File: config.mk
export PLATFORM = sky130hd
export DESIGN_NAME = lrcc_scan
export DESIGN_NICKNAME = d
export VERILOG_FILES = /design/src/rtl/lrcc_pkg.sv /design/src/rtl/lrcc_scan.sv
export SDC_FILE = /design/constraint.sdc
export NUM_CORES = 1
export LEC_CHECK = 0
export BUFFER_PORTS_ARGS = -buffer_cell sky130_fd_sc_hd__clkbuf_2
export CELL_PAD_IN_SITES_DETAIL_PLACEMENT = 1
export CELL_PAD_IN_SITES_GLOBAL_PLACEMENT = 1
export CORE_AREA = 2 2 142 144
export CTS_BUF_LIST = sky130_fd_sc_hd__clkbuf_4
export DETAILED_ROUTE_END_ITERATION = 8
export DIE_AREA = 0 0 144 146
export MAX_ROUTING_LAYER = met4
export PLACE_DENSITY_LB_ADDON = 0.25
export SYNTH_ARGS = -nofsm -noshare
export SYNTH_HDL_FRONTEND = slang
export SYNTH_SLANG_ARGS = --single-unit
File: constraint.sdc
create_clock -name clk_i -period 2.85 [get_ports clk_i]
set_input_delay 0.57 -clock clk_i [delete_from_list [all_inputs] [get_ports clk_i]]
set_output_delay 0.57 -clock clk_i [all_outputs]
set_load 0.02 [all_outputs]
File: src/rtl/lrcc_pkg.sv
`default_nettype none
// ----------------------------------------------------------------------------
// Log record CRC checker package
// Record format constants, status codes and the CRC-32 matrix built at
// elaboration.
// ----------------------------------------------------------------------------
package lrcc_pkg;

  localparam int unsigned KeyBits     = 64;
  localparam int unsigned ValueBits   = 64;
  localparam int unsigned CheckBits   = 32;
  localparam int unsigned PresentBits = 5;
  localparam int unsigned LenBits     = 32;
  localparam int unsigned DataBits    = KeyBits + ValueBits;

  localparam logic [CheckBits-1:0]   CrcPoly     = 32'hEDB8_8320;
  localparam logic [CheckBits-1:0]   CrcInit     = 32'hFFFF_FFFF;
  localparam logic [PresentBits-1:0] RecordBytes = 5'd20;
  localparam logic [LenBits-1:0]     RecordLen   = 32'd20;

  typedef enum logic [1:0] {
    StValid    = 2'd0,
    StMismatch = 2'd1,
    StPartial  = 2'd2,
    StIgnored  = 2'd3
  } status_e;

  // One row per CRC bit: the data bits that feed it.
  typedef logic [CheckBits-1:0][DataBits-1:0] crc_mat_t;

  typedef struct packed {
    status_e               status;
    logic [KeyBits-1:0]    key;
    logic [ValueBits-1:0]  value;
    logic [LenBits-1:0]    length;
    logic                  stopped;
  } scan_res_t;

  // Bit-serial reflected CRC; used only to derive constants.
  function automatic logic [CheckBits-1:0] crc_serial(
    input logic [DataBits-1:0]  data,
    input logic [CheckBits-1:0] init
  );
    logic [CheckBits-1:0] crc;
    logic                 fb;
    crc = init;
    for (int b = 0; b < DataBits; b++) begin
      fb  = crc[0] ^ data[b];
      crc = crc >> 1;
      if (fb) begin
        crc = crc ^ CrcPoly;
      end
    end
    return crc;
  endfunction

  function automatic crc_mat_t crc_matrix();
    crc_mat_t             m;
    logic [CheckBits-1:0] col;
    logic [DataBits-1:0]  unit;
    m = '0;
    for (int i = 0; i < DataBits; i++) begin
      unit = '0;
      unit[i] = 1'b1;
      col = crc_serial(unit, '0);
      for (int j = 0; j < CheckBits; j++) begin
        m[j][i] = col[j];
      end
    end
    return m;
  endfunction

  // Contribution of the initial value and the final inversion.
  function automatic logic [CheckBits-1:0] crc_offset();
    return crc_serial('0, CrcInit) ^ CrcInit;
  endfunction

endpackage
`default_nettype wire

File: src/rtl/lrcc_scan.sv
`default_nettype none
// ----------------------------------------------------------------------------
// Log record scan state
// Classifies each record and keeps the stop flag and the valid byte count.
// ----------------------------------------------------------------------------
module lrcc_scan #(
  parameter int unsigned LENGTH_BITS = 32
) (
  input  logic                             clk_i,
  input  logic                             rst_ni,
  input  logic                             step_i,
  input  logic [lrcc_pkg::KeyBits-1:0]     key_i,
  input  logic [lrcc_pkg::ValueBits-1:0]   value_i,
  input  logic [lrcc_pkg::CheckBits-1:0]   stored_i,
  input  logic [lrcc_pkg::PresentBits-1:0] present_i,
  input  logic [lrcc_pkg::CheckBits-1:0]   crc_i,
  output lrcc_pkg::scan_res_t              res_o
);
  import lrcc_pkg::*;

  localparam logic [63:0] LimWide = (LENGTH_BITS >= 32) ? 64'h0000_0000_FFFF_FFFF :
                                    ((64'd1 << LENGTH_BITS) - 64'd1);
  localparam logic [LenBits-1:0] LengthLimit = LimWide[LenBits-1:0];

  logic               stopped_q, stopped_d;
  logic [LenBits-1:0] good_q, good_d;
  logic [LenBits-1:0] good_inc;

  assign good_inc = ((good_q >= LengthLimit) || ((LengthLimit - good_q) < RecordLen)) ?
                    LengthLimit : good_q + RecordLen;

  always_comb begin
    stopped_d     = stopped_q;
    good_d        = good_q;
    res_o.status  = StValid;
    res_o.key     = '0;
    res_o.value   = '0;
    if (stopped_q) begin
      res_o.status = StIgnored;
    end else if (present_i < RecordBytes) begin
      res_o.status = StPartial;
      stopped_d    = 1'b1;
    end else if (crc_i != stored_i) begin
      res_o.status = StMismatch;
      stopped_d    = 1'b1;
    end else begin
      res_o.key   = key_i;
      res_o.value = value_i;
      good_d      = good_inc;
    end
    res_o.length  = good_d;
    res_o.stopped = stopped_q;
  end

  always_ff @(posedge clk_i or negedge rst_ni) begin
    if (!rst_ni) begin
      stopped_q <= 1'b0;
      good_q    <= '0;
    end else if (step_i) begin
      stopped_q <= stopped_d;
      good_q    <= good_d;
    end
  end

endmodule
`default_nettype wire

; ---- Word-level counts from Yosys, hierarchy flattened
; Index checks and enable logic that the tools add are counted.
[totals]
output_inout_bits = 163
reg_bits = 33
wordCells = 22
input_bits = 200
[classes]
n_addsub = 2
reduce_logical = 1
eq_ne = 1
magnitude_cmp = 3
muxes = 13
[ops]
columns = cell, count
row1 = 2-to-1 mux 128 bit, 3
row2 = 2-to-1 mux 32 bit, 4
row3 = adder 32 x 5 -> 32 bit (second input constant), 1
row4 = greater-or-equal comparator 32 bit (second input constant), 1
row5 = < comparator 32 x 5 -> 1 bit (second input constant), 1
row6 = inequality test 32 bit, 1
row7 = subtractor 32 bit (first input constant), 1
row8 = < comparator 5 bit (second input constant), 1
row9 = 2-to-1 mux 1 bit, 4
row10 = 2-to-1 mux 2 bit, 2
row11 = logical OR 1 bit, 1

; ---- Logic depth before layout (Yosys ltp)
; Gate-level depths: netlist of the first run.
[depth]
word_depth = 7
depth_mapped = 8
mapped_depth_nobuf = 7

; ---- Worst setup path after synthesis of the first run
; OpenSTA, ideal clock, no wires.
[synth_path]
path_type = input to output
start = input port stored_i[28] (netlist name)
end = output port res_o[28] (netlist name)
n_path_buf = 2
t_arrival_ns = 2.299
t_required_ns = 2.280
path_slack_ns = -0.019
stages = 8
cell_sequence = xor2_1 -> nor4_1 -> nand4_1 -> nor3_1 -> buf_2 -> clkbuf_1 -> a21oi_1 -> a31oi_1
[synth_lines]
columns = element, line
row1 = start: declaration, lrcc_scan.sv:14  ; input logic [lrcc_pkg::CheckBits-1:0] stored_i,
row2 = end: declaration, lrcc_scan.sv:17  ; output lrcc_pkg::scan_res_t res_o

==> out/qor.csv, run 1 <==
metric,value,unit
DR iter-0 viols,123,
final std cells w/o fill,1120,
Routed WL per cell,17.4,um
sequential power share,0.492,
Post-Synth Simple-Gate Area,0.384,
Max transition margin,0.394,
GRT Overall Usage,0.178,
cells after synthesis,471,
worst hold path type,input port to async pin,
yosys warns,0,
"area leader, netlist",and2_1,
Net Sw Power,0.000262,W
clock latency at the later pin of the worst-skew pair,0.34,ns
Leakage,3.59,nW
Inst Count DP,1102,
Worst setup EP type,output port,
r2r setup slk,0.76,ns
Core Area,19300,um^2
Area after DPL,5860,um^2
syn_nets,673,
Worst setup startpoint,stored_i[26],
Critical Path End,res_o[11],
CTS Buf Count,5,
die span in y,146,um
RSZ-0062 raised after global routing,yes,
hold_buf cts,0,
Area Overhead vs Synth,91.5,%
Synth Register Bits,33,
PD cells,143,nW/um^2
DRC viols,0,
"Hold Vio Cnt, Final",0,
post-synth top area share,0.244,
failing checks,negative setup slack,
Clock Power Share,0.290,
kind of critical path,input port to output port,
Initial DRT Pass Iterations,4,
synth unique cells,31,
Comb power frac,0.218,
CTS H-tree depth,2,
Fillers,2439,
switch share,0.276,
DIE AREA,21000,um^2
via count,5007,
clock root buffer,clkbuf_4,
largest net degree at the start of global routing,60,
sequential-to-total area share from yosys stat,0.237,
# IOs,363,
antenna violations before repair,2,
# port buffers,360,
post-DR vias/cell,4.47,
Worst-path clk slew,0.11,ns
# setup viols final,158,
Min Hold Slack,0.325,ns
Compound-Gate Fraction of Synth Area,0.220,
mapped cell area,3480,um^2
RePlAce Congestion,0.933,
CTS max path bufs,2,
worst r2r path cells,8,
Peak VDD IR,0.0000870,V
final worst slack,-0.277,ns
"Design Area, Final",6670,um^2
row cnt,51,
Power Total,0.000951,W
xor and xnor area share after synthesis,0.0805,
cell chain of the critical path,"buf_6, xor2_1, nor4_1, nand4_1, nor3_4, buf_12, and2_4, buf_12, a31oi_1, buf_4",
ANT cells,0,
synth top area cells,"and2_1 (24%), dfrtp_1 (24%), a31oi_1 (11%)",
setup TNS,-26.19,ns
Fmax,0.320,GHz
crit-path max FO,9,
worst r2r src,good_q[12]$_DFFE_PN0P_,
Worst Tran Pin Value,0.909,ns
"Slew Viols, Final",0,
Worst path most repeated cell,buf_12,
CTS tree,built,
Final Cycle Share,1.10,
"Req. time, crit path",2.28,ns
final WL,19500,um
Max Cap Viol,0,
final setup skew,0.00296,ns
vias in the first global route,5080,
Initial Utilization,0.180,
Pint,0.000688,W
"Net count, final",1057,
global route total overflow,0,
FF+latch area,827,um^2
largest family of logic cells by synthesized area,simple AND/OR/NAND/NOR gates,
ratio of cells with drive above 1 in the final layout,0.537,
DP Wirelength,15300,um
Startpoint Class,input port,
CTS sink count,33,
CP max-delay cell,nor4_1,
area of the multi-input gates,2630,um^2
Synth Area in Adders,0.00718,
run status,finished with violations,
RR Endpoint,good_q[15]$_DFFE_PN0P_,
WP data arrival,2.56,ns
crit-path max cell delay,0.33,ns
die width,144,um
multiplexer share of the synthesized area,0.00970,
fin crit period,3.13,ns
first-pass GRT wire length,28600,um
Final ANT Viol Nets,0,
"Avg Cell Area, Syn",7.40,um^2
-- per-stage QoR --
stage,worst slack (ns),util
2_1_floorplan,0.0131,-
3_3_place_gp,-0.351,0.303
3_5_place_dp,-0.364,0.303
4_1_cts,-0.248,0.326
5_1_grt,-0.341,0.345
6_report,-0.277,0.345
-- area by class of cell --
class / instances / share of cell area
Sequential cell: 33 / 0.124
Inverter: 3 / 0.00169
Multi-Input combinational cell: 396 / 0.394
Tap cell: 265 / 0.0497
Clock buffer: 6 / 0.00675
Clock inverter: 1 / 0.000563
Timing Repair Buffer: 416 / 0.423
-- cell usage in the layout, fill, tap and decap left out, types with 5 or more instances in the layout --
cell / count
and2_1: 128
buf_12: 7
a21oi_1: 36
a31oi_1: 58
clkbuf_2: 269
nor4_1: 7
buf_4: 70
buf_6: 19
and3_1: 12
nand2_1: 27
a41oi_1: 6
xor2_1: 32
clkbuf_8: 21
nor2_1: 17
dfrtp_1: 32
nand3_1: 7
o21ai_0: 7
a21oi_2: 7
clkbuf_4: 25
a31oi_4: 5
and2_4: 8
nand4_1: 9
-- flip-flops by register name (all words and copies together) (netlist names) --
name / flops
good_q: 32
stopped_q: 1
-- how the worst min path moves through the flow --
stage,endpoint,slack [ns]
after floorplan,good_q[0]$_DFFE_PN0P_,0.27
after global placement,good_q[1]$_DFFE_PN0P_,0.46
after detailed placement,good_q[1]$_DFFE_PN0P_,0.46
after CTS,stopped_q$_DFFE_PN0P_,0.37
after global routing,good_q[26]$_DFFE_PN0P_,0.39
final,good_q[26]$_DFFE_PN0P_,0.32
-- repair_timing --
action                                  in CTS  in global routing
endpoints found under the setup margin     160                160
hold endpoints to repair                     0                  0
resized for setup                           93                124
gates cloned                                 1                  4
buffers inserted                             5                  4
pin swaps                                    6                  7
-- critical path: cells and delay by family --
family | cells | cell delay, ns
and+or+nand+nor | 4 | 1.11
AOI/OAI and AO/OA | 1 | 0.12
xor gates and xnor gates | 1 | 0.14
buffers and inverters | 4 | 0.61
-- Yosys cell counts --
master and n:
or2_2 1, buf_1 1, buf_6 5, buf_2 8, nor2b_1 1, a41oi_1 7, nor4_1 11, nand3_1 8
nand2_1 27, a31oi_1 64, inv_1 3, and2_1 136, nand4_1 9, mux2_2 3, or3_1 1, a21o_1 3
nand2b_1 1, ha_1 2, dfrtp_1 33, nand4_2 1, nor2_1 18, o21ai_0 9, a21oi_1 43, nor3_1 2
nor3_2 1, nor4_4 1, o21bai_1 3, and3_1 12, clkbuf_1 23, buf_4 2, xor2_1 32
-- power groups by stage --
stage / registers [W] / clock network, W / logic, W
2_1_floorplan: 0.000477 / 0 / 0.0000405
3_3_place_gp: 0.000477 / 0 / 0.000198
3_5_place_dp: 0.000477 / 0 / 0.000202
4_1_cts: 0.000468 / 0.000290 / 0.000205
5_1_grt: 0.000468 / 0.000307 / 0.000230
6_report: 0.000468 / 0.000275 / 0.000207
-- cells by family after synthesis --
group	Yosys count
muxes	3
and+or+nand+nor	230
adders and majority gates	2
buffers and inverters	42
xor gates and xnor gates	32
AOI/OAI and AO/OA	129
DFF	33
-- per-layer routing --
metal | GRT usage | vias to the layer above | share of wire
li1 | - | 2437 | -
met1 | 0.218 | 2405 | 0.42
met2 | 0.316 | 157 | 0.52
met3 | 0.0286 | 8 | 0.051
met4 | 0.0191 | 0 | 0.0076
met5 | - | - | 0
(Power assumes the default switching activity.)
==> inputs of run 2 (changes only) <==
--- a/config.mk
+++ b/config.mk
@@ -5,13 +5,15 @@
 export SDC_FILE = /design/constraint.sdc
 export NUM_CORES = 1
 export LEC_CHECK = 0
+export ABC_AREA = 1
 export BUFFER_PORTS_ARGS = -buffer_cell sky130_fd_sc_hd__clkbuf_2
 export CELL_PAD_IN_SITES_DETAIL_PLACEMENT = 1
 export CELL_PAD_IN_SITES_GLOBAL_PLACEMENT = 1
-export CORE_AREA = 2 2 142 144
+export CORE_MARGIN = 1
+export CORE_UTILIZATION = 25
 export CTS_BUF_LIST = sky130_fd_sc_hd__clkbuf_4
+export CTS_CLUSTER_DIAMETER = 50
 export DETAILED_ROUTE_END_ITERATION = 8
-export DIE_AREA = 0 0 144 146
 export MAX_ROUTING_LAYER = met4
 export PLACE_DENSITY_LB_ADDON = 0.25
 export SYNTH_ARGS = -nofsm -noshare
==> out/qor.csv, run 2 <==
metric,value,unit,change
synth top area cells,"nor2_4 (20%), nand2_1 (20%), inv_1 (17%)",,
Worst setup startpoint,good_q[3]$_DFFE_PN0P_,,
largest family of logic cells by synthesized area,simple AND/OR/NAND/NOR gates,,
final WL,25700,um,+32%
CTS tree,built,,
CTS H-tree depth,2,,unchanged
sequential-to-total area share from yosys stat,0.146,,-0.0914
"Design Area, Final",8800,um^2,+32%
DRC viols,24,,+24
final setup skew,0.00908,ns,+0.00612 ns
Final ANT Viol Nets,0,,unchanged
worst r2r src,good_q[3]$_DFFE_PN0P_,,
clock latency at the later pin of the worst-skew pair,0.36,ns,+0.02 ns
Initial DRT Pass Iterations,9,,+5
GRT Overall Usage,0.219,,+0.0410
first-pass GRT wire length,38900,um,+36%
GR met2 Demand/Resource,0.393,,+0.0763
# setup viols final,0,,-100%
synth cell count leaders,"nand2_1 (299), inv_1 (258), nor2_4 (101), nor2_1 (100), nand3_1 (45)",,
Post-Synth Simple-Gate Area,0.596,,+0.212
clock root buffer,clkbuf_4,,
Final Cycle Share,0.981,,-0.116
Max transition margin,0.381,,-0.0128
Peak VDD IR,0.000130,V,+50%
syn_nets,1163,,+73%
Worst setup EP type,output port,,
yosys warns,0,,unchanged
via count,6990,,+40%
# IOs,363,,unchanged
dominant synthesized flop cell,dfrtp_1,,
Leakage,5.45,nW,+52%
cell with the most instances after synthesis,nand2_1,,
"area leader, netlist",nor2_4,,
CTS sink count,33,,unchanged
synth unique cells,32,,+3.2%
global route total overflow,0,,unchanged
Regs by FF count,"good_q x32, stopped_q x1",,
DR iter-0 viols,311,,+150%
cell chain of the critical path,"ha_2, nor2_4, nor2_4, nand2_4, nor3_4, nand3_2, nor2_2, nand3_1, nand2_1, nand3_2, buf_6",,
Power Total,0.00123,W,+29%
# port buffers,360,,unchanged
dpl ws,-0.0499,ns,+0.314 ns
vias in the first global route,6955,,+37%
post-synth top area share,0.201,,-0.0436
fin crit period,2.80,ns,-0.330 ns
crit-path max FO,4,,-5
Synth Area in Adders,0.00441,,-0.00277
final worst slack,0.0532,ns,+0.330 ns
CP max-delay cell,dfrtp_1,,
antenna violations before repair,3,,+1
"Hold Vio Cnt, Final",0,,unchanged
CTS Buf Count,5,,unchanged
Synth Register Bits,33,,unchanged
Max Cap Viol,0,,unchanged
row cnt,54,,+5.9%
crit-path max cell delay,0.42,ns,+0.09 ns
GR Layer Usage met1,0.244,,+0.0257
xor and xnor area share after synthesis,0.0108,,-0.0696
mapped cell area,5670,um^2,+63%
ratio of cells with drive above 1 in the final layout,0.461,,-0.0762
Startpoint Class,flip-flop,,
CTS max path bufs,2,,unchanged
Initial Utilization,0.257,,+0.0772
number of flip-flops under the largest register name,32,,unchanged
multiplexer share of the synthesized area,0,,-0.00970
Worst-path clk slew,0.11,ns,about the same
DP Wirelength,20700,um,+35%
"Avg Cell Area, Syn",5.90,um^2,-20%
Area Overhead vs Synth,55.2,%,
"commonest cells after routing, fill and taps aside","clkbuf_2 (299), nand2_1 (283), inv_1 (253)",,
kind of critical path,flip-flop to output port,,
Worst Tran Pin Value,0.928,ns,+0.0192 ns
Area after DPL,7790,um^2,+33%
failing checks,design-rule violations,,
met3 GRT Util,0.0438,,+0.0152
Post-synth EDFFs,0,,unchanged
hold_buf cts,0,,unchanged
run status,finished with violations,,
"commonest non-fill, non-tap cell in the layout",clkbuf_2,,
"Req. time, crit path",2.28,ns,about the same
Fillers,2990,,+23%
Routed WL per cell,15.6,um,-10%
worst hold path type,input port to async pin,,
PD cells,140,nW/um^2,-1.8%
"Net count, final",1562,,+48%
DIE AREA,23300,um^2,+11%
die span in y,153,um,+4.5%
RePlAce Congestion,0.814,,-13%
RSZ-0062 raised after global routing,yes,,
largest reg by FF count,good_q,,
largest net degree at the start of global routing,34,,-43%
Compound-Gate Fraction of Synth Area,0.0128,,-0.207
Min Hold Slack,0.328,ns,+0.00351 ns
post-DR vias/cell,4.25,,-4.9%
die width,153,um,+6.0%
Core Area,22000,um^2,+14%
Fmax,0.358,GHz,+12%
WP data arrival,2.23,ns,-0.33 ns
cells after synthesis,961,,+100%
ys async rst share,1.00,,unchanged
GRT busiest layer,met2,,
"Slew Viols, Final",0,,unchanged
[run 2: power by group]
part	internal, W	switching (W)	total (W)
registers	0.000475	0.00000994	0.000485
clock network	0.000127	0.000185	0.000312
logic	0.000185	0.000248	0.000433
total	0.000787	0.000444	0.00123
[run 2: repair_timing]
item,4_1_cts,5_1_grt
endpoints found under the setup margin,76,158
setup buffers,14,15
resized for setup,43,177
pin swaps,4,27
cloned,3,5
[run 2: cells by family (layout without fill, tap and decap cells)]
kind of cell | after synthesis | count (layout)
AND/OR/NAND/NOR | 612 | 613
adder cells (fa/ha/maj) | 2 | 2
XOR/XNOR | 7 | 7
AO/OA/AOI/OAI | 14 | 14
flip-flops | 33 | 33
other | 0 | 3
buffers and inverters | 293 | 692
[run 2: metal layers]
layer	vias up	share of wire
li1	3560	-
met1	3222	0.39
met2	180	0.53
met3	28	0.059
met4	0	0.024
met5	-	0
[run 2: cell type report]
class | count | area (um^2) | area share
multi-input combinational | 636 | 3770 | 0.428
timing repair buffer | 424 | 2800 | 0.319
inverter | 260 | 976 | 0.111
sequential | 33 | 832 | 0.0946
tap | 280 | 350 | 0.0398
clock buffer | 8 | 60.1 | 0.00683
antenna | 3 | 7.51 | 0.000853
[run 2: worst max-delay path, delay by kind of cell (launching register included)]
kind | cells | cell delay [ns]
AND/OR/NAND/NOR | 9 | 1.06
flip-flops | 1 | 0.42
adder cells (fa/ha/maj) | 1 | 0.23
buffers and inverters | 1 | 0.14
[run 2: path summary, 6_finish.rpt]
kind                                          endpoint  slack [ns]  cells past startpoint
worst min-delay path             good_q[9]$_DFFE_PN0P_        0.33                      1
worst max register to register  good_q[22]$_DFFE_PN0P_        0.81                     14
worst max-delay path                         res_o[31]        0.05                     11
worst min register to register   good_q[0]$_DFFE_PN0P_        0.48                      2
min in group clk_i               good_q[0]$_DFFE_PN0P_        0.48                      2
max in group asynchronous       good_q[22]$_DFFE_PN0P_        1.89                      1
[run 2: metrics by stage]
stage,cells,util,setup TNS (ns)
floorplan,961,-,0
global placement,1596,0.354,-0.326
detailed placement,1596,0.354,-0.940
CTS,1621,0.373,-0.161
global route,1644,0.399,-4.28
finish,1644,0.399,0
